**config.mk**
```make
export PLATFORM = sky130hd
export DESIGN_NAME = oversampled_mode_frame_receiver_unit
export DESIGN_NICKNAME = d
export VERILOG_FILES = /design/src/sv/omfr_pkg.sv /design/src/sv/omfr_cfg.sv /design/src/sv/omfr_core.sv /design/src/sv/oversampled_mode_frame_receiver_unit.sv
export VERILOG_INCLUDE_DIRS = /design/src /design/src/sv
export SDC_FILE = /design/constraint.sdc
export NUM_CORES = 1
export LEC_CHECK = 0
export BUFFER_PORTS_ARGS = -buffer_cell sky130_fd_sc_hd__clkbuf_2
export CAP_MARGIN = 10
export CORE_UTILIZATION = 40
export CTS_CLUSTER_SIZE = 40
export DETAILED_ROUTE_END_ITERATION = 12
export GPL_TIMING_DRIVEN = 0
export RECOVER_POWER = 50
export REMOVE_ABC_BUFFERS = 1
export SKIP_CTS_REPAIR_TIMING = 1
export SYNTH_ARGS = -nofsm -noshare
export SYNTH_HDL_FRONTEND = slang
export SYNTH_SLANG_ARGS = --single-unit
```
**constraint.sdc**
```tcl
create_clock -name i_clk -period 4.9 [get_ports i_clk]
set_input_delay 0.245 -clock i_clk [delete_from_list [all_inputs] [get_ports i_clk]]
set_output_delay 0.245 -clock i_clk [all_outputs]
set_load 0.005 [all_outputs]
```
**src/sv/oversampled_mode_frame_receiver_unit_defines.svh**
```systemverilog
// assertion macros for the mode frame receiver
`ifndef OVERSAMPLED_MODE_FRAME_RECEIVER_UNIT_DEFINES_SVH
`define OVERSAMPLED_MODE_FRAME_RECEIVER_UNIT_DEFINES_SVH
`ifndef SYNTHESIS
`define OMFR_ASSERT_IMP(lbl, clk, rst_n, ante, cons) \
lbl: assert property (@(posedge clk) disable iff (!rst_n) (ante) |-> (cons)) \
    else $error("omfr: same-cycle check failed");
`define OMFR_ASSERT_NEXT(lbl, clk, rst_n, ante, cons) \
lbl: assert property (@(posedge clk) disable iff (!rst_n) (ante) |=> (cons)) \
    else $error("omfr: next-cycle check failed");
`else
`define OMFR_ASSERT_IMP(lbl, clk, rst_n, ante, cons)
`define OMFR_ASSERT_NEXT(lbl, clk, rst_n, ante, cons)
`endif
`endif

```
**src/sv/omfr_pkg.sv**
```systemverilog
// shared types, constants and code decode for the mode frame receiver
package omfr_pkg;

    localparam int unsigned GAP_W  = 7;
    localparam int unsigned CODE_W = 8;
    localparam int unsigned MODE_W = 3;

    localparam logic [GAP_W-1:0] FRAME_BITS      = 7'd5;
    localparam logic [GAP_W-1:0] FRAME_GAP_RESET = 7'd18;
    localparam logic [GAP_W-1:0] ERROR_GAP_RESET = 7'd108;

    localparam logic [3:0] DECIDE_PHASE = 4'd3;
    localparam logic [3:0] ABORT_PHASE  = 4'd2;
    localparam logic [3:0] BIT_TICKS    = 4'd8;
    localparam logic [1:0] ALL_HIGH     = 2'b11;

    localparam logic [CODE_W-1:0] CODE_MODE0 = 8'h02;
    localparam logic [CODE_W-1:0] CODE_MODE1 = 8'h04;
    localparam logic [CODE_W-1:0] CODE_MODE2 = 8'h06;
    localparam logic [CODE_W-1:0] CODE_MODE3 = 8'h08;
    localparam logic [CODE_W-1:0] CODE_MODE4 = 8'h0a;
    localparam logic [CODE_W-1:0] CODE_WAKE  = 8'h0e;

    localparam logic [MODE_W-1:0] MODE_MAX = 3'd4;

    // register indexes
    localparam logic CFG_FRAME_GAP = 1'b0;
    localparam logic CFG_ERROR_GAP = 1'b1;

    typedef struct packed {
        logic [GAP_W-1:0] frame_gap;
        logic [GAP_W-1:0] error_gap;
    } t_cfg;

    typedef struct packed {
        logic [MODE_W-1:0] mode;
        logic              wake;
        logic              frame_done;
        logic              bit_error;
        logic [CODE_W-1:0] received_code;
    } t_result;

    function automatic logic [MODE_W-1:0] f_decode_mode(input logic [CODE_W-1:0] code,
                                                        input logic [MODE_W-1:0] cur);
        logic [MODE_W-1:0] m;
        m = cur;
        unique case (code)
            CODE_MODE0: m = 3'd0;
            CODE_MODE1: m = 3'd1;
            CODE_MODE2: m = 3'd2;
            CODE_MODE3: m = 3'd3;
            CODE_MODE4: m = 3'd4;
            default:    m = cur;
        endcase
        return m;
    endfunction

endpackage

```
**src/sv/omfr_cfg.sv**
```systemverilog
// configuration registers for the holdoff gaps
module omfr_cfg
    import omfr_pkg::*;
(
    input  logic             i_clk,
    input  logic             i_rst_n,
    input  logic             i_cfg_we,
    input  logic             i_cfg_index,
    input  logic [GAP_W-1:0] i_cfg_data,
    output t_cfg             o_cfg
);

    t_cfg r_cfg;

    always_ff @(posedge i_clk) begin
        if (!i_rst_n) begin
            r_cfg.frame_gap <= FRAME_GAP_RESET;
            r_cfg.error_gap <= ERROR_GAP_RESET;
        end else if (i_cfg_we) begin
            unique case (i_cfg_index)
                CFG_FRAME_GAP: r_cfg.frame_gap <= i_cfg_data;
                CFG_ERROR_GAP: r_cfg.error_gap <= i_cfg_data;
                default: ;
            endcase
        end
    end

    assign o_cfg = r_cfg;

endmodule

```
**src/sv/omfr_core.sv**
```systemverilog
// receiver state and per-tick update logic
module omfr_core
    import omfr_pkg::*;
(
    input  logic    i_clk,
    input  logic    i_rst_n,
    input  logic    i_step,
    input  logic    i_level,
    input  t_cfg    i_cfg,
    output t_result o_result
);

    logic              r_rx,   n_rx;
    logic [GAP_W-1:0]  r_ho,   n_ho;
    logic [3:0]        r_ph,   n_ph;
    logic [CODE_W-1:0] r_sh,   n_sh;
    logic [1:0]        r_sm,   n_sm;
    logic [MODE_W-1:0] r_cm,   n_cm;
    logic [MODE_W-1:0] r_pm,   n_pm;

    always_comb begin
        n_rx = r_rx;
        n_ho = r_ho;
        n_ph = r_ph;
        n_sh = r_sh;
        n_sm = r_sm;
        n_cm = r_cm;
        n_pm = r_pm;
        o_result = '0;

        // idle: holdoff, then wait for the low run
        if (!n_rx) begin
            if (n_ho != '0) begin
                n_ho = n_ho - 7'd1;
            end else if (!i_level) begin
                if (n_ph != 4'd0) begin
                    n_ph = n_ph - 4'd1;
                end else begin
                    n_rx = 1'b1;
                    n_ho = '0;
                    n_sm = '0;
                end
            end else begin
                n_ph = DECIDE_PHASE;
            end
        end

        if (n_rx) begin
            if (n_ph == DECIDE_PHASE) begin
                n_ho = n_ho + 7'd1;
                if (n_ho >= FRAME_BITS) begin
                    n_ho = i_cfg.frame_gap;
                    n_rx = 1'b0;
                    n_ph = ABORT_PHASE;
                    o_result.frame_done    = 1'b1;
                    o_result.received_code = n_sh;
                    n_cm = f_decode_mode(n_sh, n_cm);
                    o_result.wake = (n_sh == CODE_WAKE) || (n_pm != n_cm);
                    n_pm = n_cm;
                    n_sh = '0;
                end else begin
                    n_sh = {n_sh[CODE_W-2:0], 1'b0};
                end
            end
            n_ph = n_ph + 4'd1;
            if (n_rx) begin
                if (n_ph <= DECIDE_PHASE) begin
                    n_sm = n_sm + {1'b0, i_level};
                    if (n_ph == DECIDE_PHASE) begin
                        if (n_sm == ALL_HIGH) begin
                            n_sh[0] = 1'b1;
                        end else if (n_sm == 2'd0) begin
                            n_sh[0] = 1'b0;
                        end else begin
                            n_ho = i_cfg.error_gap;
                            n_rx = 1'b0;
                            n_ph = ABORT_PHASE;
                            n_sm = '0;
                            o_result.bit_error = 1'b1;
                        end
                    end
                end else begin
                    n_sm = '0;
                end
            end
            if (n_ph == BIT_TICKS) begin
                n_ph = 4'd0;
            end
        end

        o_result.mode = n_cm;
    end

    always_ff @(posedge i_clk) begin
        if (!i_rst_n) begin
            r_rx <= 1'b0;
            r_ho <= '0;
            r_ph <= '0;
            r_sh <= '0;
            r_sm <= '0;
            r_cm <= '0;
            r_pm <= '0;
        end else if (i_step) begin
            r_rx <= n_rx;
            r_ho <= n_ho;
            r_ph <= n_ph;
            r_sh <= n_sh;
            r_sm <= n_sm;
            r_cm <= n_cm;
            r_pm <= n_pm;
        end
    end

endmodule

```
**src/sv/oversampled_mode_frame_receiver_unit.sv**
```systemverilog
// top level of the oversampled mode frame receiver
// One line sample word is taken per clock while o_in_stall is low and gives
// one result word. A sample is held in an input register, run through the
// receiver update logic and the result is stored in an output register;
// a new word can be accepted every cycle unless stalled. The input register
// doubles as a skid stage: one more word is taken while a result waits on
// a stalled output. The gap registers should be written only while idle.
`include "oversampled_mode_frame_receiver_unit_defines.svh"
module oversampled_mode_frame_receiver_unit
    import omfr_pkg::*;
(
    input  logic              i_clk,
    input  logic              i_rst_n,
    input  logic              i_in_valid,
    output logic              o_in_stall,
    input  logic              i_line_level,
    output logic              o_out_valid,
    input  logic              i_out_stall,
    output logic [MODE_W-1:0] o_mode,
    output logic              o_wake,
    output logic              o_frame_done,
    output logic              o_bit_error,
    output logic [CODE_W-1:0] o_received_code,
    input  logic              i_cfg_we,
    input  logic              i_cfg_index,
    input  logic [GAP_W-1:0]  i_cfg_data
);

    t_cfg    w_cfg;
    t_result w_result;
    t_result r_out;
    logic    r_in_valid;
    logic    r_in_level;
    logic    r_out_valid;
    logic    w_advance;
    logic    w_in_take;

    omfr_cfg u_cfg (
        .i_clk       (i_clk),
        .i_rst_n     (i_rst_n),
        .i_cfg_we    (i_cfg_we),
        .i_cfg_index (i_cfg_index),
        .i_cfg_data  (i_cfg_data),
        .o_cfg       (w_cfg)
    );

    omfr_core u_core (
        .i_clk    (i_clk),
        .i_rst_n  (i_rst_n),
        .i_step   (w_advance),
        .i_level  (r_in_level),
        .i_cfg    (w_cfg),
        .o_result (w_result)
    );

    assign w_advance  = r_in_valid && (!r_out_valid || !i_out_stall);
    assign o_in_stall = r_in_valid && !w_advance;
    assign w_in_take  = i_in_valid && !o_in_stall;

    always_ff @(posedge i_clk) begin
        if (!i_rst_n) begin
            r_in_valid <= 1'b0;
        end else if (w_in_take) begin
            r_in_valid <= 1'b1;
        end else if (w_advance) begin
            r_in_valid <= 1'b0;
        end
    end

    always_ff @(posedge i_clk) begin
        if (w_in_take) begin
            r_in_level <= i_line_level;
        end
    end

    always_ff @(posedge i_clk) begin
        if (!i_rst_n) begin
            r_out_valid <= 1'b0;
        end else if (w_advance) begin
            r_out_valid <= 1'b1;
        end else if (!i_out_stall) begin
            r_out_valid <= 1'b0;
        end
    end

    always_ff @(posedge i_clk) begin
        if (w_advance) begin
            r_out <= w_result;
        end
    end

    assign o_out_valid     = r_out_valid;
    assign o_mode          = r_out.mode;
    assign o_wake          = r_out.wake;
    assign o_frame_done    = r_out.frame_done;
    assign o_bit_error     = r_out.bit_error;
    assign o_received_code = r_out.received_code;

    `OMFR_ASSERT_IMP(a_done_err_excl, i_clk, i_rst_n, r_out_valid, !(r_out.frame_done && r_out.bit_error))
    `OMFR_ASSERT_IMP(a_code_only_done, i_clk, i_rst_n, r_out_valid && !r_out.frame_done, r_out.received_code == '0)
    `OMFR_ASSERT_IMP(a_mode_range, i_clk, i_rst_n, r_out_valid, r_out.mode <= MODE_MAX)
    `OMFR_ASSERT_NEXT(a_skid_holds, i_clk, i_rst_n, r_in_valid && o_in_stall, r_in_valid)

endmodule
```
== Word-level counts from Yosys, hierarchy flattened ==
Cells that the tools add are included.

* Bits in registers: 59
* Latch bits: 0
* Memory bits (writable): 0
* Bits in read-only memories: 0
* Input bits: 14
* Memories: 0

* $add $sub $neg: 5
* Multipliers: 0
* Divide/modulo/power cells: 0
* Order comparisons: 2
* Equal/unequal tests: 12
* Shift-type cells: 0
* Muxes and demuxes: 70
* Bitwise operators: 5
* Reductions and logical operators: 21

{| class="wikitable"
|+ Operators with widths
! kind !! count
|-
| $mux 7 || 12
|-
| $mux 4 || 15
|-
| $mux 1 || 25
|-
| $eq 8x4->1 const B || 3
|-
| $mux 2 || 10
|-
| $mux 3 || 6
|-
| $eq 8x3->1 const B || 2
|-
| $pmux 3 s5 || 1
|-
| $eq 4x2->1 const B || 2
|-
| $eq 8x2->1 const B || 1
|-
| $mux 8 || 1
|-
| $reduce_and 2->1 || 4
|-
| $add 7x1->7 const B || 1
|-
| $ge 7x3->1 const B || 1
|-
| $reduce_bool 7->1 || 1
|-
| $sub 7x1->7 const B || 1
|-
| $reduce_and 3->1 || 2
|-
| $not 1->1 || 5
|-
| $reduce_or 5->1 || 1
|-
| $add 4x1->4 const B || 1
|-
| $eq 4x4->1 const B || 1
|-
| $le 4x2->1 const B || 1
|-
| $logic_not 1->1 || 4
|-
| $reduce_and 4->1 || 1
|-
| 10 further kinds || 13
|}

== Depth between registers and ports, before layout ==
* Word-level depth: 20
* Depth in mapped cells: 23
* Gate-level depth less buffers: 21

== Hierarchy ==
From an unflattened synthesis, not the netlist that was laid out.

* Cells, all modules: 449
* Area total of the unflattened synthesis: 3692.3 um^2

{| class="wikitable"
|+ Modules (own cells, without submodules)
! module !! times used !! cells an instance !! area each (um^2)
|-
| omfr_core || 1 || 363 || 2567.5
|-
| omfr_cfg || 1 || 63 || 590.6
|-
| oversampled_mode_frame_receiver_unit || 1 || 23 || 534.3
|}

== Worst setup path before layout ==
Ideal clock, no wire load.

* Path type: register to register
* Start point: register r_in_level
* End point: register u_core.r_ho[3]
* Data arrival time: 4231 ps
* Required time: 4770 ps
* Setup slack: 539 ps
* Cell stages (with the launch flop): 19
* Clock period less this slack: 4361 ps
* Cell sequence: edfxtp_1 clkbuf_1 or4b_1 a311o_1 o21a_1 ha_1 nand3_1 nor4_2 a211oi_2 o21ai_4 buf_4 nand2_1 ha_1 nor3b_1 nand3_1 o21a_2 a31o_1 a311oi_1 o41ai_2

* Cells in the longest elaborated chain, start to end: 14

{| class="wikitable"
|+ Ends and longest elaborated chain
! item !! RTL line !! source
|-
| start: declaration || oversampled_mode_frame_receiver_unit.sv:33 || <nowiki>logic r_in_level;</nowiki>
|-
| start signal: assignment || oversampled_mode_frame_receiver_unit.sv:72 || <nowiki>r_in_level <= i_line_level;</nowiki>
|-
| branches (longest 13 deep; another with $add 7x1->7) || -- ||
|-
| $mux 7 * || omfr_core.sv:48 || <nowiki>if (n_rx) begin</nowiki>
|-
| end signal: assignment || omfr_core.sv:105 || <nowiki>r_ho <= n_ho;</nowiki>
|-
| end: declaration || omfr_core.sv:14 || <nowiki>logic [GAP_W-1:0] r_ho, n_ho;</nowiki>
|}

Mark *: on every way between the ends. The select of a mux whose other input is x is not followed.
A chain may end at the register's enable or synchronous reset.

== Final worst setup path ==
* Start point: register u_core.r_ph[0]
* End point: register u_core.r_ho[1]

* Cells in the longest elaborated chain, start to end: 16

{| class="wikitable"
|+ Ends and longest elaborated chain
! item !! RTL line !! source
|-
| start: declaration || omfr_core.sv:15 || <nowiki>logic [3:0] r_ph, n_ph;</nowiki>
|-
| start signal: assignment || omfr_core.sv:106 || <nowiki>r_ph <= n_ph;</nowiki>
|-
| branches (longest 15 deep; another with $add 7x1->7) || -- ||
|-
| $mux 7 * || omfr_core.sv:48 ||
|}

Marked as above.

==> impl_metrics.csv <==
group,metric,value,unit
run_status,run_status,"completed",
synthesis,synth_async_sr_flop_share,0,%
critical_path,worst_ep_required_time,5.14,ns
routing,drtAntennaViolNets,0,
global_routing,grt_overflow_total,0,
clock_network,clock-sinks,59,
global_routing,gr-usage-met3,4.99,%
timing,timing.final.crit_share,95.2,%
critical_path,start_kind,"flop",
clock_network,clock_latency,0.36,ns
routing,drtIter0Drc,282,
timing,rsz0062_at_grt,"true",
job,maxCapViolations,0,
placed_design,post_dp_cell_area,3990,sq um
clock_network,cts_buffers,9,
pwr,clockPowerShare,15.3,%
floorplan,die_w,99.6,um
timing,tightest_slew,1.14,ns
floorplan,core.rowCount,35,
timing,fin_crit,4.66,ns
floorplan,die_h,99.6,um
timing,setup_viol,0,
critical_path,critPathMaxFanout,8,
clock_network,cts_tree,"done",
timing,hold_ws,0.0561,ns
global_routing,antenna_found_initial,0,
floorplan,io_pins,30,
pwr,p_sw_share,51.2,%
layout,num-nets-final,501,
timing,relSlewSlack,23.7,%
layout,area_growth_syn_to_layout,11.4,%
floorplan,start_util,41.2,%
critical_path,cp.arrival,4.90,ns
routing,drt_drc_violations_left,0,
synthesis,ys_seq_elements,59,
synthesis,ys.flop_type,"dfxtp_1",
pwr,vdd_drop_max,0.306,mV
routing,vias,3518,
global_routing,grt_pass1_vias,3306,
pwr,p_int,1.61,mW
critical_path,worstReg2RegStart,"u_core.r_ph[0]$_SDFFE_PN0P_",
synthesis,yosysSeqAreaShare,34.9,%
placed_design,io_buffers,29,
timing,tns,0,ns
layout,antenna_cells,0,
layout,layout_common_cells,"nand2_1, dfxtp_1, a21oi_1, nor2_1, nand3_1",
synthesis,synthCells,462,
pwr,leakagePower,1.61,nW
min_path,hp-start,"i_line_level",
clock_network,h-tree-depth,3,
timing,hold_viol_final,0,
critical_path,r2r_slack,0.24,ns
critical_path,critPathKind,"flop to flop",
min_path,hold_class,"input port to flop",
global_routing,grt_pass1_wl,16400,um
critical_path,reg2reg_to,"u_core.r_ho[1]$_SDFFE_PN0P_",
layout,instances_no_fill,611,
routing,wl,9920,um
global_routing,met2_usage,34.1,%
synthesis,synth_edf_count,15,
synthesis,synth_cell_type_count,83,
pwr,combPwrFrac,66.0,%
layout,postLayoutCellArea,4250,sq um
pwr,totalPowerFinal,3.30,mW
global_routing,grt_usage,21.1,%
min_path,holdPathEnd,"r_in_level$_DFFE_PP_",
timing,slew_violations,0,
pwr,power_density,777,nW/um^2
routing,wl_per_cell,16.2,um
global_routing,grt_most_used_layer,"met2",
global_routing,grtUsageMet1,27.1,%
layout,drive_gt1_share,16.2,%
placed_design,hpwl,6680,um
timing,timing.fmax,214,MHz
min_path,hold_depth,1,
layout,final_common_cell,"nand2_1",
routing,vias_per_cell,5.76,
critical_path,cp-end-kind,"flop",
floorplan,die_area,9920,sq um
synthesis,synth_area_per_cell,8.25,sq um
timing,skew,0.0118,ns
synthesis,yosysWarningCount,0,
floorplan,core_area,9240,sq um
pwr,p_seq_share,18.7,%
critical_path,reg2reg_depth,18,
clock_network,clockRootBuffer,"clkbuf_8",
placed_design,place_congestion,0.911,
global_routing,grt_start_max_net_pins,30,
clock_network,cts.path.max_buffers,2,
routing,dr.pass1.iters,5,
synthesis,syn_area,3810,sq um
pwr,switchingPower,1.69,mW
placed_design,dpl.cell_count,592,
clock_network,clkTransAtPathRegs,0.07,ns
-- logic make-up (layout without fill, tap and decap cells) --
group / Yosys count / after routing / share of synthesized area (%)
multiplexers: 6 / 6 / 1.74
adder cells (fa/ha/maj): 10 / 10 / 3.28
XOR/XNOR: 9 / 9 / 2.27
flip-flops: 59 / 59 / 34.9
buffers and inverters: 47 / 67 / 5.39
AO/OA/AOI/OAI: 146 / 146 / 27.4
AND/OR/NAND/NOR: 185 / 185 / 25.0
-- Yosys cell counts, types with 3 or more instances --
master | count | area share [%]
o21ai_0 | 25 | 3.3
nand3_1 | 29 | 3.8
edfxtp_1 | 15 | 12
a21o_1 | 4 | 0.79
a221oi_1 | 3 | 0.69
inv_1 | 19 | 1.9
dfxtp_1 | 44 | 23
buf_4 | 4 | 0.79
nor3b_1 | 5 | 0.99
nor3_1 | 6 | 0.79
or4_1 | 3 | 0.59
a31oi_1 | 8 | 1.3
ha_1 | 10 | 3.3
a211oi_2 | 3 | 0.99
o21a_1 | 4 | 0.79
and3_1 | 12 | 2.0
nor2b_1 | 6 | 0.99
nand2_1 | 66 | 6.5
nor4_1 | 5 | 0.82
o211ai_1 | 5 | 0.99
nor2_1 | 30 | 3.0
mux2i_1 | 3 | 0.79
a21oi_1 | 43 | 5.6
clkbuf_1 | 16 | 1.6
a311oi_1 | 3 | 0.69
xnor2_1 | 4 | 0.92
o22ai_1 | 4 | 0.66
nand2b_1 | 5 | 0.82
xor2_1 | 4 | 0.92
buf_2 | 5 | 0.66
o31ai_1 | 5 | 0.99
-- power groups by stage --
stage	clock [mW]	combinational (mW)	sequential, mW
floorplan	0	1.55	0.606
global placement	0	2.01	0.624
detailed placement	0	2.01	0.625
CTS	0.512	2.03	0.614
global route	0.531	2.38	0.624
finish	0.504	2.18	0.616
-- critical path: stages (launching register included) --
cell and delay (ns):
dfxtp_1 0.35, inv_1 0.12, ha_1 0.24, or4b_1 0.55
a311o_1 0.43, o21a_1 0.15, ha_1 0.24, nand3_1 0.14
nor4_2 0.10, a211oi_4 0.31, o21ai_4 0.11, nand2_1 0.09
ha_1 0.27, nor3b_2 0.26, nand3_1 0.15, o21ai_2 0.42
nor2_1 0.17, a221oi_1 0.32, a31oi_1 0.11
-- per-layer routing --
layer | wire (um) | vias to the layer above | share of wire [%]
met2 | 4560 | 105 | 46
met5 | 0 | - | 0
met3 | 507 | 24 | 5.1
met4 | 236 | 0 | 2.4
met1 | 4620 | 1657 | 47
li1 | - | 1732 | -
-- through the flow --
stage                     util [%]  setup WS (ns)
after floorplan                  -          0.631
after global placement        43.1         -0.125
after detailed placement      43.1         -0.113
after CTS                     45.5         -0.180
after global routing          45.9        -0.0539
final                         45.9          0.236
-- how the worst max path moves through the flow --
stage | from | endpoint | slack, ns | cells after the start
2_1_floorplan | u_core.r_ph[0]$_SDFFE_PN0P_ | u_core.r_ho[3]$_SDFFE_PN0P_ | 0.63 | 18
3_3_place_gp | u_core.r_ph[0]$_SDFFE_PN0P_ | u_core.r_ph[3]$_SDFFE_PN0P_ | -0.13 | 19
3_5_place_dp | u_core.r_ph[0]$_SDFFE_PN0P_ | u_core.r_ph[3]$_SDFFE_PN0P_ | -0.11 | 19
4_1_cts | u_core.r_ph[0]$_SDFFE_PN0P_ | u_core.r_ph[3]$_SDFFE_PN0P_ | -0.18 | 19
5_1_grt | u_core.r_ph[0]$_SDFFE_PN0P_ | u_core.r_ho[1]$_SDFFE_PN0P_ | -0.05 | 18
6_report | u_core.r_ph[0]$_SDFFE_PN0P_ | u_core.r_ho[1]$_SDFFE_PN0P_ | 0.24 | 18
-- cell type report --
type                       instances  area [sq um]
inverter                          19          71.3
multi-input combinational        356          2300
sequential                        59          1330
timing repair buffer              32           161
fill                             916          4990
clock inverter                     5          76.3
clock buffer                      11           141
tap                              129           161
-- state kept, by name, summed over array words and instances (netlist names), 2 cells and up --
signal	flops
o_mode	3
u_core.r_sh	8
o_received_code	8
u_core.r_ph	4
u_core.r_sm	2
u_core.r_ho	7
u_core.r_cm	3
u_core.r_pm	3
u_cfg.o_cfg	14
(Power assumes the default switching activity.)
